--- src/rtl/otst_pkg.sv ---
package otst_pkg;

  // Operation codes on in_operation
  typedef enum logic [1:0] {
    OP_TICK   = 2'd0,
    OP_CREATE = 2'd1,
    OP_CANCEL = 2'd2
  } otst_op_t;

  // Result kinds on out_result_kind
  typedef enum logic [1:0] {
    KIND_CREATED = 2'd0,
    KIND_FULL    = 2'd1,
    KIND_CANCEL  = 2'd2,
    KIND_EXPIRED = 2'd3
  } otst_kind_t;

  // Field widths
  localparam int unsigned ID_W    = 32;
  localparam int unsigned TIME_W  = 32;
  localparam int unsigned SLOT_W  = 4;
  localparam int unsigned ACT_W   = 5;

  // Expiries reported per tick at most
  localparam int unsigned MAX_RESULTS = 16;
  localparam int unsigned NRES_W      = $clog2(MAX_RESULTS + 1);

  // Controller to datapath commands
  typedef struct packed {
    logic load_op;      // capture operands of the accepted transaction
    logic new_timer;    // occupy slot at scan index
    logic free_slot;    // release slot at scan index
    logic upd_elapsed;  // write back the advanced elapsed count
    logic pend_create;  // stage a created result
    logic pend_full;    // stage a table-full result
    logic pend_cancel;  // stage a cancel result
    logic pend_expire;  // stage an expiry result
    logic push_pend;    // move staged result to output, not last
    logic flush_pend;   // move staged result to output as last
  } otst_cmd_t;

  // Datapath to controller status
  typedef struct packed {
    logic busy_at_idx;
    logic id_match;
    logic expire_hit;
    logic pend_valid;
    logic out_free;
    logic count_zero;
  } otst_stat_t;

endpackage

--- src/rtl/otst_dp.sv ---
module otst_dp
  import otst_pkg::*;
#(
  parameter int unsigned SLOTS = 16
) (
  input  logic                              clk,
  input  logic                              rst_n,
  input  otst_cmd_t                         cmd,
  input  logic [((SLOTS > 1) ? $clog2(SLOTS) : 1)-1:0] idx,
  input  logic [((SLOTS > 1) ? $clog2(SLOTS) : 1)-1:0] rd_addr,
  input  logic [TIME_W-1:0]                 in_duration_ms,
  input  logic [ID_W-1:0]                   in_cancel_id,
  input  logic                              out_stall,
  output otst_stat_t                        stat,
  output logic                              out_valid,
  output logic [1:0]                        out_result_kind,
  output logic [ID_W-1:0]                   out_timer_id,
  output logic [SLOT_W-1:0]                 out_slot_index,
  output logic [ACT_W-1:0]                  out_active_count,
  output logic                              out_last
);

  localparam int unsigned CW = $clog2(SLOTS + 1);

  // Slot occupancy and counters
  logic [SLOTS-1:0]  busy_r, busy_nxt;
  logic [CW-1:0]     count_r, count_nxt;
  logic [ID_W-1:0]   seq_r, seq_nxt;
  logic [ID_W-1:0]   seq_inc;

  // Captured operands
  logic [TIME_W-1:0] dur_r;
  logic [ID_W-1:0]   cid_r;

  // Slot memories
  logic [TIME_W-1:0] elapsed_mem  [SLOTS];
  logic [TIME_W-1:0] duration_mem [SLOTS];
  logic [ID_W-1:0]   id_mem       [SLOTS];
  logic [TIME_W-1:0] rd_el_r;
  logic [TIME_W-1:0] rd_dur_r;
  logic [ID_W-1:0]   rd_id_r;
  logic [TIME_W-1:0] el_inc;
  logic              elapsed_we;
  logic [TIME_W-1:0] elapsed_wd;

  // Staged result
  logic              pend_valid_r, pend_valid_nxt;
  otst_kind_t        pend_kind_r;
  logic [ID_W-1:0]   pend_id_r;
  logic [SLOT_W-1:0] pend_slot_r;
  logic [ACT_W-1:0]  pend_count_r;

  // Output register
  logic              out_valid_r, out_valid_nxt;
  otst_kind_t        out_kind_r;
  logic [ID_W-1:0]   out_id_r;
  logic [SLOT_W-1:0] out_slot_r;
  logic [ACT_W-1:0]  out_count_r;
  logic              out_last_r;
  logic              out_free;

  // Saturating elapsed increment
  assign el_inc = (rd_el_r == {TIME_W{1'b1}}) ? rd_el_r : rd_el_r + TIME_W'(1);

  // Next id, skipping zero
  assign seq_inc = (seq_r + ID_W'(1) == '0) ? ID_W'(1) : seq_r + ID_W'(1);

  assign out_free = !out_valid_r || !out_stall;

  // Occupancy and id sequence next state
  always_comb begin
    busy_nxt  = busy_r;
    count_nxt = count_r;
    seq_nxt   = seq_r;
    if (cmd.new_timer) begin
      busy_nxt[idx] = 1'b1;
      count_nxt     = count_r + CW'(1);
      seq_nxt       = seq_inc;
    end else if (cmd.free_slot) begin
      busy_nxt[idx] = 1'b0;
      count_nxt     = (count_r == '0) ? count_r : count_r - CW'(1);
    end
  end

  always_ff @(posedge clk) begin
    if (!rst_n) begin
      busy_r  <= '0;
      count_r <= '0;
      seq_r   <= ID_W'(1);
    end else begin
      busy_r  <= busy_nxt;
      count_r <= count_nxt;
      seq_r   <= seq_nxt;
    end
  end

  // Operand capture
  always_ff @(posedge clk) begin
    if (cmd.load_op) begin
      dur_r <= in_duration_ms;
      cid_r <= in_cancel_id;
    end
  end

  // Slot memories: one write at idx, one registered read at rd_addr
  assign elapsed_we = cmd.new_timer || cmd.upd_elapsed;
  assign elapsed_wd = cmd.new_timer ? '0 : el_inc;

  always_ff @(posedge clk) begin
    if (elapsed_we) begin
      elapsed_mem[idx] <= elapsed_wd;
    end
    if (cmd.new_timer) begin
      duration_mem[idx] <= dur_r;
      id_mem[idx]       <= seq_r;
    end
    rd_el_r  <= elapsed_mem[rd_addr];
    rd_dur_r <= duration_mem[rd_addr];
    rd_id_r  <= id_mem[rd_addr];
  end

  // Staged result register
  always_comb begin
    pend_valid_nxt = pend_valid_r;
    if (cmd.flush_pend) begin
      pend_valid_nxt = 1'b0;
    end
    if (cmd.pend_create || cmd.pend_full || cmd.pend_cancel || cmd.pend_expire) begin
      pend_valid_nxt = 1'b1;
    end
  end

  always_ff @(posedge clk) begin
    if (!rst_n) begin
      pend_valid_r <= 1'b0;
    end else begin
      pend_valid_r <= pend_valid_nxt;
    end
  end

  // At most one stage command per cycle; none leaves the payload as is
  always_ff @(posedge clk) begin
    if (cmd.pend_create) begin
      pend_kind_r  <= KIND_CREATED;
      pend_id_r    <= seq_r;
      pend_slot_r  <= SLOT_W'(idx);
      pend_count_r <= ACT_W'(count_r + CW'(1));
    end else if (cmd.pend_full) begin
      pend_kind_r  <= KIND_FULL;
      pend_id_r    <= '0;
      pend_slot_r  <= '0;
      pend_count_r <= ACT_W'(count_r);
    end else if (cmd.pend_cancel) begin
      pend_kind_r  <= KIND_CANCEL;
      pend_id_r    <= '0;
      pend_slot_r  <= '0;
      pend_count_r <= ACT_W'(count_r);
    end else if (cmd.pend_expire) begin
      pend_kind_r  <= KIND_EXPIRED;
      pend_id_r    <= rd_id_r;
      pend_slot_r  <= SLOT_W'(idx);
      pend_count_r <= ACT_W'(count_nxt);
    end
  end

  // Output register
  always_comb begin
    if (cmd.push_pend || cmd.flush_pend) begin
      out_valid_nxt = 1'b1;
    end else begin
      out_valid_nxt = out_valid_r && out_stall;
    end
  end

  always_ff @(posedge clk) begin
    if (!rst_n) begin
      out_valid_r <= 1'b0;
    end else begin
      out_valid_r <= out_valid_nxt;
    end
  end

  always_ff @(posedge clk) begin
    if (cmd.push_pend || cmd.flush_pend) begin
      out_kind_r  <= pend_kind_r;
      out_id_r    <= pend_id_r;
      out_slot_r  <= pend_slot_r;
      out_count_r <= pend_count_r;
      out_last_r  <= cmd.flush_pend;
    end
  end

  // Status to controller
  assign stat.busy_at_idx = busy_r[idx];
  assign stat.id_match    = busy_r[idx] && (rd_id_r == cid_r) && (cid_r != '0);
  assign stat.expire_hit  = busy_r[idx] && (el_inc >= rd_dur_r);
  assign stat.pend_valid  = pend_valid_r;
  assign stat.out_free    = out_free;
  assign stat.count_zero  = (count_r == '0);

  assign out_valid        = out_valid_r;
  assign out_result_kind  = out_kind_r;
  assign out_timer_id     = out_id_r;
  assign out_slot_index   = out_slot_r;
  assign out_active_count = out_count_r;
  assign out_last         = out_last_r;

endmodule

--- src/rtl/otst_ctrl.sv ---
module otst_ctrl
  import otst_pkg::*;
#(
  parameter int unsigned SLOTS = 16
) (
  input  logic                              clk,
  input  logic                              rst_n,
  input  logic                              in_valid,
  input  logic [1:0]                        in_operation,
  output logic                              in_stall,
  input  otst_stat_t                        stat,
  output otst_cmd_t                         cmd,
  output logic [((SLOTS > 1) ? $clog2(SLOTS) : 1)-1:0] idx,
  output logic [((SLOTS > 1) ? $clog2(SLOTS) : 1)-1:0] rd_addr
);

  localparam int unsigned IW = (SLOTS > 1) ? $clog2(SLOTS) : 1;
  localparam logic [IW-1:0] LAST_IDX = IW'(SLOTS - 1);

  typedef enum logic [5:0] {
    S_IDLE       = 6'b000001,
    S_CREATE     = 6'b000010,
    S_CANCEL     = 6'b000100,
    S_CANCEL_END = 6'b001000,
    S_TICK       = 6'b010000,
    S_FLUSH      = 6'b100000
  } otst_state_t;

  otst_state_t       state_r, state_nxt;
  logic [IW-1:0]     idx_r, idx_nxt;
  logic [NRES_W-1:0] n_r, n_nxt;
  logic [IW-1:0]     idx_next_slot;
  logic              at_last;
  logic              hit;

  assign at_last       = (idx_r == LAST_IDX);
  assign idx_next_slot = at_last ? '0 : idx_r + IW'(1);
  assign hit           = stat.expire_hit && (n_r < NRES_W'(MAX_RESULTS));

  // Sequencer
  always_comb begin
    state_nxt = state_r;
    idx_nxt   = idx_r;
    n_nxt     = n_r;
    cmd       = '0;
    rd_addr   = '0;
    in_stall  = 1'b1;
    unique case (state_r)
      S_IDLE: begin
        in_stall = 1'b0;
        if (in_valid) begin
          cmd.load_op = 1'b1;
          idx_nxt     = '0;
          n_nxt       = '0;
          if (in_operation == OP_CREATE) begin
            state_nxt = S_CREATE;
          end else if (in_operation == OP_CANCEL) begin
            state_nxt = S_CANCEL;
          end else if (in_operation == OP_TICK && !stat.count_zero) begin
            state_nxt = S_TICK;
          end
        end
      end
      S_CREATE: begin
        // first free slot wins
        if (!stat.busy_at_idx) begin
          cmd.new_timer   = 1'b1;
          cmd.pend_create = 1'b1;
          state_nxt       = S_FLUSH;
        end else if (at_last) begin
          cmd.pend_full = 1'b1;
          state_nxt     = S_FLUSH;
        end else begin
          idx_nxt = idx_next_slot;
        end
      end
      S_CANCEL: begin
        rd_addr = idx_next_slot;
        if (stat.id_match) begin
          cmd.free_slot = 1'b1;
        end
        if (at_last) begin
          state_nxt = S_CANCEL_END;
        end else begin
          idx_nxt = idx_next_slot;
        end
      end
      S_CANCEL_END: begin
        cmd.pend_cancel = 1'b1;
        state_nxt       = S_FLUSH;
      end
      S_TICK: begin
        // hold while a second expiry has nowhere to go
        if (hit && stat.pend_valid && !stat.out_free) begin
          rd_addr = idx_r;
        end else begin
          rd_addr = idx_next_slot;
          if (stat.busy_at_idx) begin
            if (hit) begin
              cmd.free_slot   = 1'b1;
              cmd.pend_expire = 1'b1;
              cmd.push_pend   = stat.pend_valid;
              n_nxt           = n_r + NRES_W'(1);
            end else begin
              cmd.upd_elapsed = 1'b1;
            end
          end
          if (at_last) begin
            state_nxt = S_FLUSH;
          end else begin
            idx_nxt = idx_next_slot;
          end
        end
      end
      S_FLUSH: begin
        if (!stat.pend_valid) begin
          state_nxt = S_IDLE;
        end else if (stat.out_free) begin
          cmd.flush_pend = 1'b1;
          state_nxt      = S_IDLE;
        end
      end
      default: begin
        state_nxt = S_IDLE;
      end
    endcase
  end

  always_ff @(posedge clk) begin
    if (!rst_n) begin
      state_r <= S_IDLE;
      idx_r   <= '0;
      n_r     <= '0;
    end else begin
      state_r <= state_nxt;
      idx_r   <= idx_nxt;
      n_r     <= n_nxt;
    end
  end

  assign idx = idx_r;

endmodule

--- src/rtl/one_shot_timer_table_top.sv ---
// One-shot millisecond timer table.
// Input channel (in_valid/in_stall): one transaction per operation: tick,
// create (in_duration_ms) or cancel (in_cancel_id). Codes outside the set
// are dropped without a result.
// Result channel (out_valid/out_stall): create and cancel give one result;
// a tick gives one expiry result per expired slot, in slot order, up to 16.
// out_last marks the final result of a transaction.
// Timing: the block takes one transaction at a time. A create walks the
// busy bits from slot 0 until it finds a free slot or reaches the last;
// a cancel and a tick walk every slot in order, one slot at a time,
// through the single read/write port of the slot memories. A tick with
// no active timer stays in idle. The last result shows on out_valid at
// the edge the block goes back to idle.
// Results leave through an output register plus one
// staging register, so the scan keeps going while one result waits.
// Stalls: if both registers are full when another slot expires, the scan
// holds on that slot until out_stall drops; payloads hold while stalled.
// Reset: all slots free, active count zero, next id 1. No clearing pass.
module one_shot_timer_table_top
  import otst_pkg::*;
#(
  parameter int unsigned SLOTS = 16
) (
  input  logic              clk,
  input  logic              rst_n,
  input  logic              in_valid,
  output logic              in_stall,
  input  logic [1:0]        in_operation,
  input  logic [TIME_W-1:0] in_duration_ms,
  input  logic [ID_W-1:0]   in_cancel_id,
  output logic              out_valid,
  input  logic              out_stall,
  output logic [1:0]        out_result_kind,
  output logic [ID_W-1:0]   out_timer_id,
  output logic [SLOT_W-1:0] out_slot_index,
  output logic [ACT_W-1:0]  out_active_count,
  output logic              out_last
);

  localparam int unsigned IW = (SLOTS > 1) ? $clog2(SLOTS) : 1;

  otst_cmd_t     cmd;
  otst_stat_t    stat;
  logic [IW-1:0] idx;
  logic [IW-1:0] rd_addr;

  otst_ctrl #(
    .SLOTS(SLOTS)
  ) u_ctrl (
    .clk          (clk),
    .rst_n        (rst_n),
    .in_valid     (in_valid),
    .in_operation (in_operation),
    .in_stall     (in_stall),
    .stat         (stat),
    .cmd          (cmd),
    .idx          (idx),
    .rd_addr      (rd_addr)
  );

  otst_dp #(
    .SLOTS(SLOTS)
  ) u_dp (
    .clk              (clk),
    .rst_n            (rst_n),
    .cmd              (cmd),
    .idx              (idx),
    .rd_addr          (rd_addr),
    .in_duration_ms   (in_duration_ms),
    .in_cancel_id     (in_cancel_id),
    .out_stall        (out_stall),
    .stat             (stat),
    .out_valid        (out_valid),
    .out_result_kind  (out_result_kind),
    .out_timer_id     (out_timer_id),
    .out_slot_index   (out_slot_index),
    .out_active_count (out_active_count),
    .out_last         (out_last)
  );

  // A created timer never gets id zero
  a_created_id_nonzero: assert property (@(posedge clk) disable iff (!rst_n)
    (out_valid && out_result_kind == KIND_CREATED) |-> (out_timer_id != '0))
    else $error("created timer carries id zero");

  // Table-full result only when every slot is taken
  a_full_count: assert property (@(posedge clk) disable iff (!rst_n)
    (out_valid && out_result_kind == KIND_FULL) |->
      (out_active_count == ACT_W'(SLOTS) && out_timer_id == '0))
    else $error("table-full result with free slots");

  // Create and cancel each give a single, final result
  a_single_result: assert property (@(posedge clk) disable iff (!rst_n)
    (out_valid && (out_result_kind == KIND_CREATED || out_result_kind == KIND_FULL ||
                   out_result_kind == KIND_CANCEL)) |-> out_last)
    else $error("create or cancel result not marked last");

  // A create transaction keeps the input side busy on the next cycle
  a_create_busy: assert property (@(posedge clk) disable iff (!rst_n)
    (in_valid && !in_stall && in_operation == OP_CREATE) |=> in_stall)
    else $error("input taken while a create is in progress");

  // The memory commands never free and occupy a slot together
  a_cmd_exclusive: assert property (@(posedge clk) disable iff (!rst_n)
    !(cmd.new_timer && cmd.free_slot))
    else $error("slot occupied and freed in the same cycle");

endmodule

--- config.mk ---
export PLATFORM = sky130hd
export DESIGN_NAME = one_shot_timer_table_top
export DESIGN_NICKNAME = d
export VERILOG_FILES = /design/src/rtl/otst_pkg.sv /design/src/rtl/otst_dp.sv /design/src/rtl/otst_ctrl.sv /design/src/rtl/one_shot_timer_table_top.sv
export SDC_FILE = /design/constraint.sdc
export NUM_CORES = 2
export LEC_CHECK = 0
export BUFFER_PORTS_ARGS = -buffer_cell sky130_fd_sc_hd__buf_2
export CAP_MARGIN = 20
export CORE_MARGIN = 8
export CORE_UTILIZATION = 40
export DETAILED_ROUTE_END_ITERATION = 8
export PLACE_DENSITY = 0.61
export SYNTH_ARGS = -nofsm -noshare
export SYNTH_HDL_FRONTEND = slang
export SYNTH_HIERARCHICAL = 1
export SYNTH_SLANG_ARGS = --single-unit
--- constraint.sdc ---
create_clock -name clk -period 8.7 [get_ports clk]
set_clock_uncertainty 0.2 [all_clocks]
set_input_delay 1.74 -clock clk [delete_from_list [all_inputs] [get_ports clk]]
set_output_delay 1.74 -clock clk [all_outputs]
set_load 0.01 [all_outputs]
# == Word-level counts from Yosys, hierarchy flattened ==
# Memory sizes are Yosys's and may differ from the RTL's. A register that Yosys moved wholly into a read port is not among the register bits.
# Cells that the tools add are included.
# word_totals
register_bits,221
ramBits,1536
output_inout_bits,46
elab_cells,170
mem_count,3
# op_classes
add_sub_neg,6
n_lt_le_gt_ge,4
eq_ne,19
n_mux,81
bitwise,3
n_reduce_logical,34
# memory_table
memory,words,width,rd,rd_clocked_by_memory_dff,write_ports,line_no,rtl
u_dp.duration_mem,16,32,1,1,1,otst_dp.sv:37,logic [TIME_W-1:0] duration_mem [SLOTS];
u_dp.elapsed_mem,16,32,1,1,1,otst_dp.sv:36,logic [TIME_W-1:0] elapsed_mem [SLOTS];
u_dp.id_mem,16,32,1,1,1,otst_dp.sv:38,logic [ID_W-1:0] id_mem [SLOTS];
# ops
operator,n
$mux W32,7
$add A32 B1 Y32 const B,2
$mux W6,10
$mux W5,11
$mux W4,10
$pmux W6 S6,1
$eq A32 B32 Y1,1
$eq A32 B32 Y1 const B,1
$ge A32 B32 Y1,1
$logic_not A32 Y1,1
$mux W16,2
$reduce_bool A32 Y1,1
$mux W1,25
$mux W2,9
$and A16 B16 Y16,1
$not A16 Y16,1
$or A16 B16 Y16,1
$pmux W4 S4,1
$add A5 B1 Y5 const B,2
$pmux W5 S2,1
$reduce_and A5 Y1,2
$logic_and A1 B1 Y1,9
$ne A2 B1 Y1 const B,4
$pmux W4 S2,1
other kinds (29),42

# == Depth between registers and ports, before layout ==
# logic_depth
ltp_word,15
depth_mapped,26

# == By module ==
# The synthesis kept the hierarchy.
# by_module_without_submodules
mod,n_inst,cells_each,area_each_um2,seq_area_each_um2
otst_dp,1,3192,69855.7,53661.5
otst_ctrl,1,138,1142.3,300.3

# == Least setup slack after synthesis ==
# OpenSTA, ideal clock, no wires.
# synth_timing
path_kind,register to register
startpoint,register u_ctrl.idx_r[0] (netlist: u_ctrl/idx[0])
endpoint,memory u_dp.duration_mem[9][0] (enable)
setup_ps,647
t_arrival_ps,8810
required_ps,7853
slack_ps,-957
path_stages_with_launch,9
synth_period_minus_slack_ps,9657
path_cell_list,dfxtp_1 -> clkbuf_1 -> mux4_2 -> mux4_2 -> nor3_2 -> buf_4 -> inv_1 -> clkbuf_1 -> nor4_1
# synth_rtl
item,line_no,rtl
"start, declared",otst_ctrl.sv:30,"logic [IW-1:0] idx_r, idx_nxt;"
"start signal, assigned",otst_ctrl.sv:136,idx_r <= idx_nxt;
"end, declared",otst_dp.sv:37,

==> summary.md <==
| Metric | Value |
|---|---|
| Utilization after layout | `46.0%` |
| Required time at the endpoint of the critical path | `9.14 ns` |
| Met3 layer wire length in the routed design | `10,100 um` |
| Timing-limited maximum frequency | `134 MHz` |
| Ratio of cells with drive above 1 in the final layout | `27.9%` |
| Status | `completed` |
| Reg-to-reg startpoint | `u_dp/rd_el_r[9]` |
| Avg Synthesized Cell Area | `21.3 um2` |
| Number of buffer cells added on primary ports | `115` |
| RePlAce Congestion | `0.799` |
| Share of synthesized flip-flops with an asynchronous set or reset | `0%` |
| Count of TritonRoute iterations in the first routing pass | `5` |
| TritonCTS clock tree | `done` |
| Ratio of routed vias to standard cells | `5.62` |
| Max capacitance violation total | `0` |
| Final Max Slew Viols | `0` |
| Die Width | `437 um` |
| Iter 0 DRT Violations | `3,663` |
| Net count, final | `3,654` |
| Start point of the critical path | `u_dp/rd_el_r[9]` |
| Clock root buffer | `clkbuf_16` |
| Classification of the worst setup path | `flop to flop` |
| EDFF count, synth | `1,685` |
| Total Negative Setup Slacks | `0 ns` |
| Signed area change from the synthesized netlist to the final layout | `14.2%` |
| Number of standard cells after synthesis | `3,330` |
| Number of placement rows | `154` |
| Number of placed instances, taps included | `5,696` |
| Portion of the clock cycle consumed by the worst path in the final layout | `85.7%` |
| Worst VDD drop | `0.228 mV` |
| Clk buf depth | `3` |
| Uppermost layer routed | `met5` |
| Number of antenna violations at the first check in global routing | `7` |
| Core Footprint | `0.176 mm2` |
| CP Data Arrival Time | `7.89 ns` |
| Starting Density | `40.3%` |
| Clock buffer count from CTS | `185` |
| Hold-fix buffers at CTS | `0` |
| ANT nets after route | `0` |
| Average detailed-routed wire length per instance | `27.4 um` |
| Number of sinks handled by clock tree synthesis | `1,853` |
| Maximum number of pins on one net before global-route repair | `89` |
| Critical path buffer and inverter count | `2` |
| Actual transition at the worst max-transition pin | `1.02 ns` |
| Floorplan die area | `0.191 mm2` |
| Worst hold-check path type | `flop to flop` |
| Cell with the most instances on the worst path | `a21o_1` |
| Leftover overflow at the end of global routing | `0` |
| Critical path launch point type | `flop` |
| Total GRT Usage | `17.0%` |
| Total Wirelength | `166,000 um` |
| Post-layout min period | `7.46 ns` |
| Vertical die dimension | `437 um` |
| Hold violation count in the final report | `0` |
| #FFs+latches synth | `1,853` |
| P_leak | `25.3 nW` |
| DR WL met2 | `82,100 um` |
| Highest fanout seen on the critical path | `26` |
| Hold Worst Slack | `0.214 ns` |
| Top-level I/O count | `116` |
| Count of unique library cells instantiated by Yosys | `76` |
| Cell area power density | `241 mW/mm2` |
| Via count of the first global-routing pass | `34.6k` |
| Worst rel slew slack | `31.9%` |
| Final routed DRC violation total | `0` |
| Post-synthesis cell area | `0.0710 mm2` |
| Post-route met1 wirelength | `69,500 um` |
| Non-Filler Cell Area, Final | `0.0811 mm2` |
| CTS clk-pin slew, worst paths | `0.06 ns` |
| YS warnings | `6` |
| Post-CTS setup-driven buffer insertion count | `0` |
| Fraction of the yosys area taken by sequential cells | `76.0%` |
| Wire length of the first global-routing pass | `242,000 um` |
| Cts repair resizes | `0` |
| Commonest register cell after synthesis | `edfxtp_1` |
| Final setup violation count | `0` |
| Post-place instance area | `0.0749 mm2` |
| Detailed Place HPWL | `87,500 um` |
| Ordered cell list for the critical path | `and4_1 > nand4_1 > nor3_1 > nor4b_1 > nand2_1 > xnor2_1 > ha_1 > a21o_1 > a21o_1 > a21oi_1 > o21ai_0 > a211o_1 > a211oi_1 > nor2_1 > nand2b_1 > or2_2 > a21o_1 > nand2_1 > o21ai_4 > buf_12 > buf_12 > mux4_2 > mux4_2` |
| Launch point of the worst hold path | `u_dp/pend_id_r[14]` |
| Max H-tree Level | `4` |
| Number of non-filler instances in the completed layout | `6,046` |
| Skew-Pair Late Insertion Delay | `0.82 ns` |
| Routed via count | `34.0k` |
| Dominant delay contributor by cell family on the critical path | `simple AND/OR/NAND/NOR gates` |
| RSZ-0062 raised after global routing | `no` |
| Net count after synthesis | `3,441` |
| Delay of the slowest critical-path stage | `0.74 ns` |
| Slowest cell on the critical path | `nor4b_1` |
| CP endpoint kind | `flop` |
-- cell usage in the layout, fill, tap and decap left out, types with 13 or more instances in the layout --
master and count:
inv_1 41, nor4_1 29, edfxtp_1 1685, nand4_1 44, a21oi_1 44, buf_2 115
clkbuf_8 13, nor2_1 83, xor2_1 68, and2_1 40, buf_12 27, nand3_1 37
a21o_1 14, clkinv_2 36, and4_1 13, and3_1 20, o21ai_0 25, ha_1 41
mux4_2 485, nor3_1 30, clkbuf_16 187, bufinv_16 15, clkinv_1 44, buf_4 58
clkbuf_1 29, dfxtp_1 168, nor3_2 20, nand2_1 63, xnor2_1 36, a22o_1 33
-- Yosys cell counts, types with 26 or more instances --
master	count	area, um2
and2_1	41	257
clkbuf_1	111	417
o21ai_0	26	130
buf_1	36	135
a22o_1	35	307
dfxtp_1	168	3360
nand4_1	44	275
nand3_1	37	185
nand2_1	63	236
xnor2_1	36	315
nor3_1	49	245
inv_1	44	165
xor2_1	68	596
nor2_1	86	323
mux4_2	485	10900
edfxtp_1	1685	50600
a21oi_1	44	220
ha_1	41	513
nor4_1	37	231
-- final cells by class --
type                            count  area [um2]
Multi-Input combinational cell   1259       16300
Inverter                           44         165
Sequential cell                  1853       54000
Tap cell                         2340        2930
Fill cell                       14571       95200
Antenna cell                        2        5.00
Clock inverter                    119        1170
Clock buffer                      229        4970
Timing Repair Buffer              200        1550
-- per-layer routing --
| metal | track usage, % | vias to the layer above |
|---|---|---|
| met1 | 23.3 | 18325 |
| met5 | 0 | - |
| met2 | 28.3 | 1153 |
| met4 | 4.86 | 2 |
| met3 | 2.86 | 267 |
| li1 | - | 14261 |
-- where the power goes --
group	internal (W)	leakage (nW)	switching [W]
Sequential	0.0101	16.7	0.000317
Clock	0.00454	3.00	0.00341
Combinational	0.000548	5.59	0.000652
Total	0.0152	25.3	0.00438
-- worst paths after layout --
| kind | endpoint | slack, ns | cells after the start |
|---|---|---|---|
| setup reg to reg | u_dp/rd_el_r[1] | 1.24 | 23 |
| hold / removal | u_dp/out_timer_id[14] | 0.21 | 0 |
| setup / recovery | u_dp/rd_el_r[1] | 1.24 | 23 |
| hold reg to reg | u_dp/out_timer_id[14] | 0.21 | 0 |
-- cells by family after synthesis --
kind of cell             count (synthesis)  share of synthesized area [%]
flip-flops                            1853                           76.0
multiplexers                           493                           15.5
AND/OR/NAND/NOR                        459                           3.60
buffers and inverters                  218                           1.32
AO/OA/AOI/OAI                          162                           1.57
XOR/XNOR                               104                           1.28
adder cells (fa/ha/maj)                 41                          0.723
-- sequential cells by signal (all words and copies together), names as in the netlist, 2 cells and up, named ones only --
| signal | cells |
|---|---|
| u_dp/out_slot_index | 4 |
| u_dp/duration_mem | 512 |
| u_dp/pend_slot_r | 4 |
| u_dp/count_r | 5 |
| u_dp/out_timer_id | 32 |
| u_ctrl/idx | 4 |
| u_dp/seq_r | 32 |
| u_dp/pend_id_r | 32 |
| u_ctrl/n_r | 5 |
| u_dp/rd_id_r | 32 |
| u_ctrl/state_r | 6 |
| u_dp/out_active_count | 5 |
| u_dp/out_result_kind | 2 |
| u_dp/pend_kind_r | 2 |
| u_dp/elapsed_mem | 512 |
| u_dp/pend_count_r | 5 |
| u_dp/rd_el_r | 32 |
| u_dp/id_mem | 512 |
| u_dp/dur_r | 32 |
| u_dp/rd_dur_r | 32 |
| u_dp/cid_r | 32 |
-- metrics by stage --
step | setup slack (ns) | total power [W]
3_3_place_gp | 1.29 | 0.0118
3_5_place_dp | 1.30 | 0.0118
4_1_cts | 1.25 | 0.0198
5_1_grt | 0.756 | 0.0202
2_1_floorplan | -0.957 | 0.0113
6_report | 1.24 | 0.0196
Power figures use the tool's default switching activity.
